## config.mk

```make
export PLATFORM = sky130hd
export DESIGN_NAME = vnt_ctrl
export DESIGN_NICKNAME = d
export VERILOG_FILES = /design/src/rtl/vnt_pkg.sv /design/src/rtl/vnt_ctrl.sv
export SDC_FILE = /design/constraint.sdc
export NUM_CORES = 1
export LEC_CHECK = 0
export ABC_AREA = 1
export BUFFER_PORTS_ARGS = -buffer_cell sky130_fd_sc_hd__clkbuf_2
export CAP_MARGIN = 20
export CORE_AREA = 2 2 42 44
export CTS_BUF_LIST = sky130_fd_sc_hd__clkbuf_8
export DETAILED_ROUTE_END_ITERATION = 6
export DIE_AREA = 0 0 44 46
export PLACE_DENSITY = 0.77
export SLEW_MARGIN = 20
export SYNTH_ARGS = -nofsm -noshare
export SYNTH_HDL_FRONTEND = slang
export SYNTH_SLANG_ARGS = --single-unit
```

## constraint.sdc

```tcl
create_clock -name clock -period 1.82 [get_ports clock]
set_input_delay 0.273 -clock clock [delete_from_list [all_inputs] [get_ports clock]]
set_output_delay 0.273 -clock clock [all_outputs]
set_load 0.02 [all_outputs]
```

## src/rtl/vnt_pkg.sv

```systemverilog
`default_nettype none
package vnt_pkg;

   localparam int CH_W       = 16;
   localparam int CHANNELS   = 3;
   localparam int COLOR_W    = 48;
   localparam int OCT_FLD_W  = 64;
   localparam int COORD_W    = 32;
   localparam int FREQ_W     = 16;
   localparam int PROD_W     = 48;
   localparam int HASH_W     = 32;
   localparam int CORNERS    = 8;
   localparam int CORNER_W   = 3;
   localparam int OCT_IDX_W  = 2;
   localparam int ACC_W      = 34;
   localparam int FRAC_W     = 16;
   localparam int CSR_IDX_W  = 3;
   localparam int CSR_DATA_W = 64;
   localparam int CNT_W      = 3;

   localparam logic [CSR_IDX_W-1:0] CSR_WHITE = 3'd0;
   localparam logic [CSR_IDX_W-1:0] CSR_BLACK = 3'd1;
   localparam logic [CSR_IDX_W-1:0] CSR_COUNT = 3'd2;
   localparam logic [CSR_IDX_W-1:0] CSR_AMPS  = 3'd3;
   localparam logic [CSR_IDX_W-1:0] CSR_FREQS = 3'd4;

   localparam logic [COLOR_W-1:0]   WHITE_RST = 48'h1000_1000_1000;
   localparam logic [CNT_W-1:0]     COUNT_RST = 3'd1;
   localparam logic [OCT_FLD_W-1:0] AMPS_RST  = 64'h1000;
   localparam logic [OCT_FLD_W-1:0] FREQS_RST = 64'h0100;

   localparam logic [HASH_W-1:0] HASH_Y   = 32'd57;
   localparam logic [HASH_W-1:0] HASH_Z   = 32'd997;
   localparam logic [HASH_W-1:0] HASH_MUL = 32'd15731;
   localparam logic [HASH_W-1:0] HASH_ADD = 32'd789221;
   localparam logic [HASH_W-1:0] HASH_OFS = 32'd1376312589;

   typedef enum logic [3:0] {
      ST_IDLE, ST_SCALE, ST_ISSUE, ST_DRAIN, ST_LERP_X, ST_LERP_Y,
      ST_LERP_Z, ST_AMP, ST_ACC, ST_FINISH
   } state_type;

   typedef struct packed {
      logic                 load_point;
      logic                 acc_clear;
      logic                 scale;
      logic                 issue;
      logic [CORNER_W-1:0]  corner;
      logic                 lerp_x;
      logic                 lerp_y;
      logic                 lerp_z;
      logic                 amp_mul;
      logic                 acc_add;
      logic                 out_load;
      logic [OCT_IDX_W-1:0] oct_idx;
   } cmd_type;

   typedef struct packed {
      logic hash_idle;
      logic out_free;
   } status_type;

   // (a*(1-t) + b*t), Q0.16 weight, truncated
   function automatic logic [CH_W-1:0] lerp16(input logic [CH_W-1:0] a,
                                              input logic [CH_W-1:0] b,
                                              input logic [FRAC_W-1:0] t);
      logic [FRAC_W:0]   tc;
      logic [32:0]       p0;
      logic [32:0]       p1;
      logic [33:0]       s;
      tc = 17'h10000 - {1'b0, t};
      p0 = 33'(a) * 33'(tc);
      p1 = 33'(b) * 33'(t);
      s  = {1'b0, p0} + {1'b0, p1};
      return s[31:16];
   endfunction

   // black*(1-w) + white*w with w in Q0.31
   function automatic logic [CH_W-1:0] corner_mix(input logic [CH_W-1:0] bl,
                                                  input logic [CH_W-1:0] wh,
                                                  input logic [30:0] w);
      logic [31:0] inv;
      logic [47:0] p0;
      logic [47:0] p1;
      logic [48:0] s;
      inv = 32'h8000_0000 - {1'b0, w};
      p0  = 48'(bl) * 48'(inv);
      p1  = 48'(wh) * 48'(w);
      s   = {1'b0, p0} + {1'b0, p1};
      return s[46:31];
   endfunction

endpackage
`default_nettype wire

```

## src/rtl/vnt_ctrl.sv

```systemverilog
`default_nettype none
module vnt_ctrl
   import vnt_pkg::*;
#(
   parameter int MAX_OCTAVES = 4
) (
   input  wire logic             clock,
   input  wire logic             reset,
   input  wire logic             req_valid,
   input  wire logic [CNT_W-1:0] octave_count,
   input  wire status_type       status,
   output logic                  req_stall,
   output cmd_type               cmd
);

   localparam int OCT_W = $clog2(MAX_OCTAVES + 1);

   state_type           state_ff, state_in;
   logic [OCT_W-1:0]    oct_ff, oct_in;
   logic [CORNER_W-1:0] corner_ff, corner_in;
   logic [OCT_W-1:0]    count;
   logic                last_oct;

   assign count = (octave_count > CNT_W'(MAX_OCTAVES)) ? OCT_W'(MAX_OCTAVES)
                                                       : OCT_W'(octave_count);
   assign last_oct = (OCT_W'(oct_ff + 1'b1) == count);

   always_ff @(posedge clock) begin
      if (reset) begin
         state_ff  <= ST_IDLE;
         oct_ff    <= '0;
         corner_ff <= '0;
      end else begin
         state_ff  <= state_in;
         oct_ff    <= oct_in;
         corner_ff <= corner_in;
      end
   end

   always_comb begin
      state_in    = state_ff;
      oct_in      = oct_ff;
      corner_in   = corner_ff;
      req_stall   = 1'b1;
      cmd         = '0;
      cmd.corner  = corner_ff;
      cmd.oct_idx = OCT_IDX_W'(oct_ff);
      case (state_ff)
         ST_IDLE: begin
            req_stall = 1'b0;
            if (req_valid) begin
               cmd.load_point = 1'b1;
               cmd.acc_clear  = 1'b1;
               oct_in         = '0;
               state_in       = (count == '0) ? ST_FINISH : ST_SCALE;
            end
         end
         ST_SCALE: begin
            cmd.scale = 1'b1;
            corner_in = '0;
            state_in  = ST_ISSUE;
         end
         ST_ISSUE: begin
            cmd.issue = 1'b1;
            corner_in = corner_ff + 1'b1;
            if (corner_ff == CORNER_W'(CORNERS - 1)) begin
               state_in = ST_DRAIN;
            end
         end
         ST_DRAIN: begin
            if (status.hash_idle) begin
               state_in = ST_LERP_X;
            end
         end
         ST_LERP_X: begin
            cmd.lerp_x = 1'b1;
            state_in   = ST_LERP_Y;
         end
         ST_LERP_Y: begin
            cmd.lerp_y = 1'b1;
            state_in   = ST_LERP_Z;
         end
         ST_LERP_Z: begin
            cmd.lerp_z = 1'b1;
            state_in   = ST_AMP;
         end
         ST_AMP: begin
            cmd.amp_mul = 1'b1;
            state_in    = ST_ACC;
         end
         ST_ACC: begin
            cmd.acc_add = 1'b1;
            if (last_oct) begin
               state_in = ST_FINISH;
            end else begin
               oct_in   = oct_ff + 1'b1;
               state_in = ST_SCALE;
            end
         end
         ST_FINISH: begin
            if (status.out_free) begin
               cmd.out_load = 1'b1;
               state_in     = ST_IDLE;
            end
         end
         default: state_in = ST_IDLE;
      endcase
   end

   a_drain_exit: assert property (@(posedge clock) disable iff (reset)
      (state_ff == ST_DRAIN && status.hash_idle) |=> state_ff == ST_LERP_X)
      else $error("drain did not advance to interpolation");

   a_clear_on_accept: assert property (@(posedge clock) disable iff (reset)
      cmd.acc_clear |-> (req_valid && !req_stall))
      else $error("accumulator cleared without accepted transaction");

   a_oct_range: assert property (@(posedge clock) disable iff (reset)
      cmd.scale |-> (oct_ff < count))
      else $error("octave index beyond active count");

   a_load_idle: assert property (@(posedge clock) disable iff (reset)
      cmd.out_load |=> state_ff == ST_IDLE)
      else $error("result load not followed by idle");

endmodule
`default_nettype wire

```

==> reports/results.tsv, run 1 <==
metric	value	unit
status	completed	
CP startpoint kind	flip-flop	
CP dominant cell by count	nand2_1	
Critical Path, Cell by Cell	inv_2 > nand2_1 > nor2_2 > nand2_1 > inv_1 > clkbuf_2	
H-tree levels	1	
dpl ws	0.367	ns
DR vias	785	
Horiz. Die Dim	44	µm
top_reg_cell synth	dfxtp_1	
Total Die Area	2020	µm²
CP arrival	1.37	ns
Fillers	168	
critical path's slowest cell	dfxtp_1	
Crit Path Class	flip-flop to output port	
largest net degree at the start of global routing	7	
drt initial violations	18	
final period utilization	0.900	
CP Launch Point	state_ff[0]$_SDFFE_PP0P_	
Clock Skew	0.00211	ns
Vias/cell	4.88	
detailed placer's ending HPWL	1370	µm
fin nets	157	
Max transition margin	0.842	
Worst Setup Slack, final	0.181	ns
Slew @ Worst Pin	0.236	ns
largest family of logic cells by synthesized area	simple AND/OR/NAND/NOR gates	
worst vdd ir	852	µV
dominant cells by area after synthesis	dfxtp_1 (26%), nand2_1 (14%), inv_1 (8.4%), nor2_1 (7.4%), nand3_1 (5.3%)	
clock-pin slew on the worst setup and hold paths	0.04	ns
pwr/cell area	1660	nW/µm²
area leader, netlist	dfxtp_1	
Hold Vio Cnt, Final	0	
Ports	24	
min Tclk post-route	1.64	ns
TritonCTS clock tree	done	
Starting Density	0.469	
Final Wtd Congestion	0.876	
CP peak stage delay	0.34	ns
Die Y	46	µm
crit path max fanout	5	
first-pass GRT wire length	2580	µm
total grt overflow	0	
Synth Area in Adders	0.0496	
Mapped Cells	121	
reg2reg path depth	10	
Num CTS Buffers	3	
ANT nets after route	0	
#FFs+latches synth	10	
R2R setup slack	0.36	ns
Root Driver	clkbuf_8	
synthesis-to-finish area growth	20.5	%
input/output buffers	23	
r2r startpoint	oct_ff[0]$_SDFFE_PP0P_	
min-delay src	reset	
Post-Route WL	1610	µm
RSZ-0062 raised after global routing	no	
Slew Limit Fails	0	
asr flop ratio synth	0	
total track usage	0.171	
Multi-input gate area	444	µm²
# Max-Cap Violations	0	
mux contribution to synthesized area	0	
register area share after synthesis	0.264	
wire per inst	10.0	µm
Layout Cells excl Fill	161	
hold_buf cts	0	
clk_lat worst skew	0.23	ns
Placement Cell Area	871	µm²
Synth Area in XOR/XNOR	0	
post_cts resized	0	
Max Freq	0.610	GHz
Compound-Gate Fraction of Synth Area	0.0793	
drt drc	0	
WHS Endpoint	corner_ff[2]$_SDFFE_PP0P_	
Mapped Area	757	µm²
Avg Inst Size Synth	6.26	µm²
Ant. Diodes	0	
Synth top area share	0.264	
setup TNS	0	ns
Core Area	1610	µm²
initial antenna violation count	0	
vias in the first global route	667	
CTS max path bufs	2	
Post-synth EDFFs	0	
# Post-CTS Setup Buffers	0	
first-pass iteration count of the detailed router	4	
placed cell count	158	
Syn. warnings	0	
Netlist cell types	22	
CTS Sinks	10	
post-synthesis simple-gate area fraction	0.458	
final setup vio count	0	
crit end category	output port	
worst endpoint required time	1.55	ns
proportion of layout cells with a drive suffix above 1	0.319	
Min-Delay Path Class	input port to flip-flop	
Hold Crit Depth	2	
Mapped Nets	132	
reg2reg end	oct_ff[2]$_SDFFE_PP0P_	
num rows	15	
design area	912	µm²
Reg area	200	µm²
Lkg Pwr	0.503	nW
==> cells by family after synthesis <==
family | after synthesis
AOI/OAI and AO/OA | 10
adders and majority gates | 3
buffers and inverters | 27
DFF | 10
and+or+nand+nor | 71
==> registers in the layout, summed over array words and instances (netlist names) <==
name and cells:
state_ff 4, corner_ff 3, oct_ff 3
==> worst max-delay path by stage <==
stage | to | slack [ns] | depth (start not counted)
final | cmd[13] | 0.18 | 6
after global routing | cmd[14] | 0.07 | 6
after CTS | cmd[13] | 0.16 | 6
after detailed placement | oct_ff[2]$_SDFFE_PP0P_ | 0.37 | 10
after global placement | oct_ff[2]$_SDFFE_PP0P_ | 0.43 | 10
after floorplan | cmd[2] | 0.32 | 4
==> critical path, delay by kind of cell, from the launching register on <==
family / cells / cell delay (ns)
buf+inv: 3 / 0.37
simple gates: 3 / 0.42
flops: 1 / 0.34
==> layout make-up <==
class	count	area share
tap	17	0.0233
sequential	10	0.219
multi-input combinational	84	0.487
timing repair buffer	23	0.126
inverter	24	0.0988
clock buffer	3	0.0453
==> where the power goes <==
group	switching [mW]	internal, mW	total (mW)
logic	0.618	0.308	0.926
registers	0.0831	0.291	0.375
clock network	0.0741	0.144	0.218
==> cell usage after synthesis, types with 2 or more instances <==
library cell,count
ha_1,3
nor2_1,15
inv_1,17
a21oi_1,6
inv_2,7
buf_4,3
nor2_2,3
dfxtp_1,10
nand2_2,4
nand4_1,4
a31oi_1,2
nand3_1,8
nand2_1,29
nor2_4,2
==> cell usage in the layout (no fill, tap or decap), types with 2 or more instances in the layout <==
master / n
a21oi_1: 6
a31oi_1: 2
clkbuf_2: 23
clkbuf_8: 3
dfxtp_1: 10
ha_1: 3
inv_1: 17
inv_2: 7
nand2_1: 29
nand2_2: 4
nand3_1: 8
nand4_1: 4
nor2_1: 15
nor2_2: 3
nor2_4: 2
==> per-stage QoR <==
step           utilization  hold slack [ns]  total power, mW
6_report             0.565            0.311             1.52
5_1_grt              0.565            0.313             1.66
4_1_cts              0.565            0.310             1.53
3_5_place_dp         0.540            0.472             1.31
3_3_place_gp         0.540            0.468             1.29
2_1_floorplan            -            0.342             1.13
==> per-layer routing <==
metal / wire, µm / GRT usage
met1: 787 / 0.227
met2: 760 / 0.274
met3: 63 / 0.0238
met4: 0 / 0.0727
met5: 0 / 0
Power figures use the tool's default switching activity.
==> inputs of run 2 (changes only) <==
==> constraint.sdc (replaced) <==
create_clock -name clock -period 1.82 [get_ports clock]
set_input_delay 0.273 -clock clock [delete_from_list [all_inputs] [get_ports clock]]
set_output_delay 0.273 -clock clock [all_outputs]
set_load 0.005 [all_outputs]
==> run 2 against run 1 <==
  * Critical path depth unchanged
  * Final cell count unchanged
  * Largest cell class unchanged
  * Critical path type unchanged
  * Global-route usage increased by 0.76 points
  * Die area did not move
  * Hold slack hardly changed
  * Utilization is the same
  * Clock skew decreased by 0.00055 ns
==> reports/results.tsv, run 2 (synthesized netlist as in run 1, its figures left out) <==
metric	value	unit	change
final period utilization	0.876		was 0.900
ANT nets after route	0		unchanged
reg2reg path depth	10		unchanged
H-tree levels	1		unchanged
commonest non-fill, non-tap cell in the layout	nand2_1		unchanged
crit path max fanout	5		unchanged
synthesis-to-finish area growth	20.5	%	unchanged
Placement Cell Area	871	µm²	unchanged
Final Wtd Congestion	0.876		about the same
TritonCTS clock tree	done		unchanged
min Tclk post-route	1.59	ns	was 1.64 ns
pwr/cell area	1550	nW/µm²	was 1660 nW/µm²
crit end category	output port		unchanged
Total Die Area	2020	µm²	unchanged
Slew Limit Fails	0		unchanged
Die Y	46	µm	unchanged
Most flops, register	state_ff		unchanged
Horiz. Die Dim	44	µm	unchanged
Num CTS Buffers	3		unchanged
Clock Skew	0.00156	ns	was 0.00211 ns
CP arrival	1.32	ns	was 1.37 ns
proportion of layout cells with a drive suffix above 1	0.319		unchanged
total track usage	0.178		was 0.171
vias in the first global route	657		was 667
Largest regs	state_ff (4), corner_ff (3), oct_ff (3)		unchanged
post_cts resized	0		unchanged
Critical Path, Cell by Cell	inv_2 > nand2_1 > nor2_2 > nand2_1 > inv_1 > clkbuf_2		unchanged
Core Area	1610	µm²	unchanged
initial antenna violation count	0		unchanged
critical path's slowest cell	dfxtp_1		unchanged
Post-Route WL	1700	µm	was 1610 µm
clk_lat worst skew	0.23	ns	about the same
Hold Vio Cnt, Final	0		unchanged
worst vdd ir	817	µV	was 852 µV
Ports	24		unchanged
drt drc	0		unchanged
input/output buffers	23		unchanged
clock-pin slew on the worst setup and hold paths	0.04	ns	about the same
Max transition margin	0.841		was 0.842
worst hold margin	0.310	ns	was 0.311 ns
fin nets	157		unchanged
num rows	15		unchanged
status	completed		unchanged
drt initial violations	15		was 18
Vias/cell	5.07		was 4.88
# Max-Cap Violations	0		unchanged
Slew @ Worst Pin	0.236	ns	about the same
Lkg Pwr	0.503	nW	unchanged
Root Driver	clkbuf_8		unchanged
CTS max path bufs	2		unchanged
CTS Sinks	10		unchanged
Min-Delay Path Class	input port to flip-flop		unchanged
CP startpoint kind	flip-flop		unchanged
CP peak stage delay	0.37	ns	was 0.34 ns
total grt overflow	0		unchanged
R2R setup slack	0.32	ns	was 0.36 ns
CP dominant cell by count	nand2_1		unchanged
Ant. Diodes	0		unchanged
RSZ-0062 raised after global routing	no		unchanged
hold_buf cts	0		unchanged
most frequent cells in the layout	nand2_1 (29), clkbuf_2 (23), inv_1 (17)		unchanged
wire per inst	10.6	µm	was 10.0 µm
# Post-CTS Setup Buffers	0		unchanged
first-pass iteration count of the detailed router	4		unchanged
Max Freq	0.627	GHz	was 0.610 GHz
largest net degree at the start of global routing	7		unchanged
min-delay src	reset		unchanged
final setup vio count	0		unchanged
CP Launch Point	state_ff[1]$_SDFFE_PP0P_		was state_ff[0]$_SDFFE_PP0P_
Crit Path Class	flip-flop to output port		unchanged
Starting Density	0.469		unchanged
first-pass GRT wire length	2640	µm	was 2580 µm
r2r startpoint	oct_ff[0]$_SDFFE_PP0P_		unchanged
CP endpoint	cmd[13]		unchanged
detailed placer's ending HPWL	1380	µm	was 1370 µm
reg2reg end	oct_ff[2]$_SDFFE_PP0P_		unchanged
max FFs per register	4		unchanged
design area	912	µm²	unchanged
DR vias	817		was 785
setup TNS	0	ns	unchanged
worst endpoint required time	1.55	ns	about the same
==> run 2: cell counts in the layout (fill, tap and decap cells not counted) <==
No cell type changed its count.
==> run 2: stage by stage <==
| step | total power, mW | worst slack, ns | util | cells |
|---|---|---|---|---|
| finish | 1.41 | 0.226 | 0.565 | 161 |
| detailed placement | 1.20 | 0.345 | 0.540 | 158 |
| global route | 1.55 | 0.0969 | 0.565 | 161 |
| CTS | 1.42 | 0.223 | 0.565 | 161 |
| floorplan | 1.01 | 0.481 | - | 121 |
| global placement | 1.17 | 0.426 | 0.540 | 158 |
==> run 2: final cells by class <==
type	instances	area, µm²
Fill cell	168	702
Multi-Input combinational cell	84	444
Sequential cell	10	200
Timing Repair Buffer	23	115
Inverter	24	90.1
Clock buffer	3	41.3
Tap cell	17	21.3
==> run 2: power by group <==
| group | internal, mW | switching [mW] |
|---|---|---|
| combinational | 0.307 | 0.516 |
| sequential | 0.292 | 0.0849 |
| clock | 0.143 | 0.0711 |
==> run 2: worst min-delay path by stage <==
stage	depth (start not counted)	slack [ns]	end
detailed placement	1	0.47	corner_ff[0]$_SDFFE_PP0P_
floorplan	1	0.34	corner_ff[1]$_SDFFE_PP0P_
global placement	2	0.47	corner_ff[2]$_SDFFE_PP0P_
global route	2	0.31	state_ff[2]$_SDFFE_PP0P_
CTS	2	0.31	corner_ff[1]$_SDFFE_PP0P_
finish	2	0.31	corner_ff[1]$_SDFFE_PP0P_
==> run 2: worst max-delay path: cells and delay by family, from the launching register on <==
family	cells	cell delay, ns
DFF	1	0.37
buffers and inverters	3	0.32
and+or+nand+nor	3	0.41
==> run 2: per-layer routing <==
| metal | global-route usage | part of all wire | vias to the layer above |
|---|---|---|---|
| met5 | 0 | 0 | - |
| met4 | 0.109 | 0.011 | 0 |
| met3 | 0.0238 | 0.036 | 2 |
| met2 | 0.288 | 0.47 | 22 |
| met1 | 0.223 | 0.48 | 370 |
| li1 | - | - | 423 |
==> inputs of run 3 (changes only) <==
--- a/config.mk
+++ b/config.mk
@@ -13,6 +13,7 @@
 export DETAILED_ROUTE_END_ITERATION = 6
 export DIE_AREA = 0 0 44 46
 export PLACE_DENSITY = 0.77
+export RECOVER_POWER = 100
 export SLEW_MARGIN = 20
 export SYNTH_ARGS = -nofsm -noshare
 export SYNTH_HDL_FRONTEND = slang
==> run 3 against run 2 <==
  * Routed wire length grew 0.24%
  * Flip-flop and latch count is the same
  * Global-route usage is the same
  * Sequential share of layout area grew 0.68 points
  * Final cell count is the same
  * Critical path depth is the same
  * Via count shrank 0.49%
  * Register-to-register slack lost 0.03 ns
  * Critical path type unchanged
  * Largest power group unchanged
==> reports/results.tsv, run 3 (synthesized netlist as in run 1, its figures left out) <==
metric	value	unit	change
most frequent cells in the layout	nand2_1 (29), inv_1 (18), nor2_1 (17), clkbuf_2 (17), dfxtp_1 (10)		was nand2_1 (29), clkbuf_2 (23), inv_1 (17)
drt drc	0		unchanged
Clock Skew	0.00196	ns	was 0.00156 ns
hold_buf cts	0		unchanged
Max transition margin	0.816		was 0.841
min Tclk post-route	1.58	ns	was 1.59 ns
Core Area	1610	µm²	unchanged
vias in the first global route	657		unchanged
TritonCTS clock tree	done		unchanged
synthesis-to-finish area growth	16.9	%	was 20.5%
Ant. Diodes	0		unchanged
R2R setup slack	0.29	ns	was 0.32 ns
Worst Setup Slack, final	0.235	ns	was 0.226 ns
wire per inst	10.6	µm	about the same
commonest non-fill, non-tap cell in the layout	nand2_1		unchanged
Slew @ Worst Pin	0.276	ns	was 0.236 ns
DR vias	813		was 817
Most flops, register	state_ff		unchanged
Hold Vio Cnt, Final	0		unchanged
total grt overflow	0		unchanged
total track usage	0.178		unchanged
# Post-CTS Setup Buffers	0		unchanged
drt initial violations	10		was 15
CTS max path bufs	2		unchanged
largest net degree at the start of global routing	7		unchanged
CP peak stage delay	0.34	ns	was 0.37 ns
final setup vio count	0		unchanged
Num CTS Buffers	3		unchanged
Vias/cell	5.05		was 5.07
Max Freq	0.631	GHz	was 0.627 GHz
Crit Path Class	flip-flop to output port		unchanged
RSZ-0062 raised after global routing	no		unchanged
initial antenna violation count	0		unchanged
num rows	15		unchanged
CP arrival	1.31	ns	was 1.32 ns
Starting Density	0.469		unchanged
Net Sw Frac	0.475		about the same
CP startpoint kind	flip-flop		unchanged
# Max-Cap Violations	0		unchanged
internal power	0.715	mW	was 0.742 mW
clk_lat worst skew	0.23	ns	about the same
fin nets	157		unchanged
pwr/cell area	1540	nW/µm²	was 1550 nW/µm²
final period utilization	0.871		was 0.876
worst vdd ir	780	µV	was 817 µV
first-pass GRT wire length	2640	µm	unchanged
dpl ws	0.345	ns	unchanged
Min-Delay Path Class	input port to flip-flop		unchanged
Flop pwr share	0.274		was 0.266
proportion of layout cells with a drive suffix above 1	0.229		was 0.319
Post-Route WL	1700	µm	about the same
clock-pin slew on the worst setup and hold paths	0.04	ns	about the same
CTS Sinks	10		unchanged
ANT nets after route	0		unchanged
switching power of the nets	0.645	mW	was 0.672 mW
Buf/Inv on CP	3		unchanged
Lkg Pwr	0.471	nW	was 0.503 nW
CP top delay family	simple AND/OR/NAND/NOR gates		unchanged
input/output buffers	23		unchanged
Horiz. Die Dim	44	µm	unchanged
Largest regs	state_ff (4), corner_ff (3), oct_ff (3)		unchanged
Slew Limit Fails	0		unchanged
Root Driver	clkbuf_8		unchanged
Die Y	46	µm	unchanged
Reg area	200	µm²	unchanged
crit path max fanout	5		unchanged
crit end category	output port		unchanged
Fillers	174		was 168
critical path's slowest cell	dfxtp_1		unchanged
post_cts resized	0		unchanged
Ports	24		unchanged
Total Die Area	2020	µm²	unchanged
status	completed		unchanged
Final Wtd Congestion	0.876		unchanged
Clk pwr share	0.158		was 0.152
H-tree levels	1		unchanged
Critical Path, Cell by Cell	inv_2 > nand2_4 > nor2_2 > nand2_1 > inv_1 > clkbuf_1		was inv_2 > nand2_1 > nor2_2 > nand2_1 > inv_1 > clkbuf_2
Multi-input gate area	424	µm²	was 444 µm²
first-pass iteration count of the detailed router	4		unchanged
max FFs per register	4		unchanged
Comb power frac	0.568		was 0.582
detailed placer's ending HPWL	1380	µm	unchanged
setup TNS	0	ns	unchanged
worst endpoint required time	1.55	ns	about the same
## run 3: worst paths after layout
kind                                                 from                   endpoint  cells past startpoint
worst max-delay path             state_ff[3]$_SDFFE_PP0P_                    cmd[13]                      6
worst min-delay path                                reset  corner_ff[1]$_SDFFE_PP0P_                      2
worst max register to register  corner_ff[0]$_SDFFE_PP0P_   state_ff[3]$_SDFFE_PP0P_                     10
worst min register to register  corner_ff[2]$_SDFFE_PP0P_  corner_ff[2]$_SDFFE_PP0P_                      2
## run 3: cell type report
class                   count  share of cell area
multi-input cells          84               0.479
well taps                  17              0.0240
repair buffers             23               0.122
flip-flops and latches     10               0.226
inverters                  24               0.102
clock buffers               3              0.0467
## run 3: layer usage
metal | track usage | vias to the layer above | routed length, µm
met3 | 0.0238 | 2 | 67
met2 | 0.288 | 22 | 796
li1 | - | 424 | -
met4 | 0.109 | 0 | 19
met1 | 0.223 | 365 | 821
met5 | 0 | - | 0
## run 3: stage by stage
stage,power (mW),std cells,instance area (µm²),util,hold slack [ns]
3_3_place_gp,1.17,158,871,0.540,0.468
2_1_floorplan,1.01,121,757,-,0.342
3_5_place_dp,1.20,158,871,0.540,0.472
4_1_cts,1.42,161,912,0.565,0.309
6_report,1.36,161,885,0.548,0.309
5_1_grt,1.49,161,885,0.548,0.312
## run 3: power by group through the flow
stage / sequential (mW) / combinational, mW / clock (mW)
after floorplan: 0.359 / 0.653 / 0
after global placement: 0.372 / 0.801 / 0
after detailed placement: 0.376 / 0.821 / 0
after CTS: 0.373 / 0.826 / 0.222
after global routing: 0.384 / 0.874 / 0.236
final: 0.373 / 0.773 / 0.214
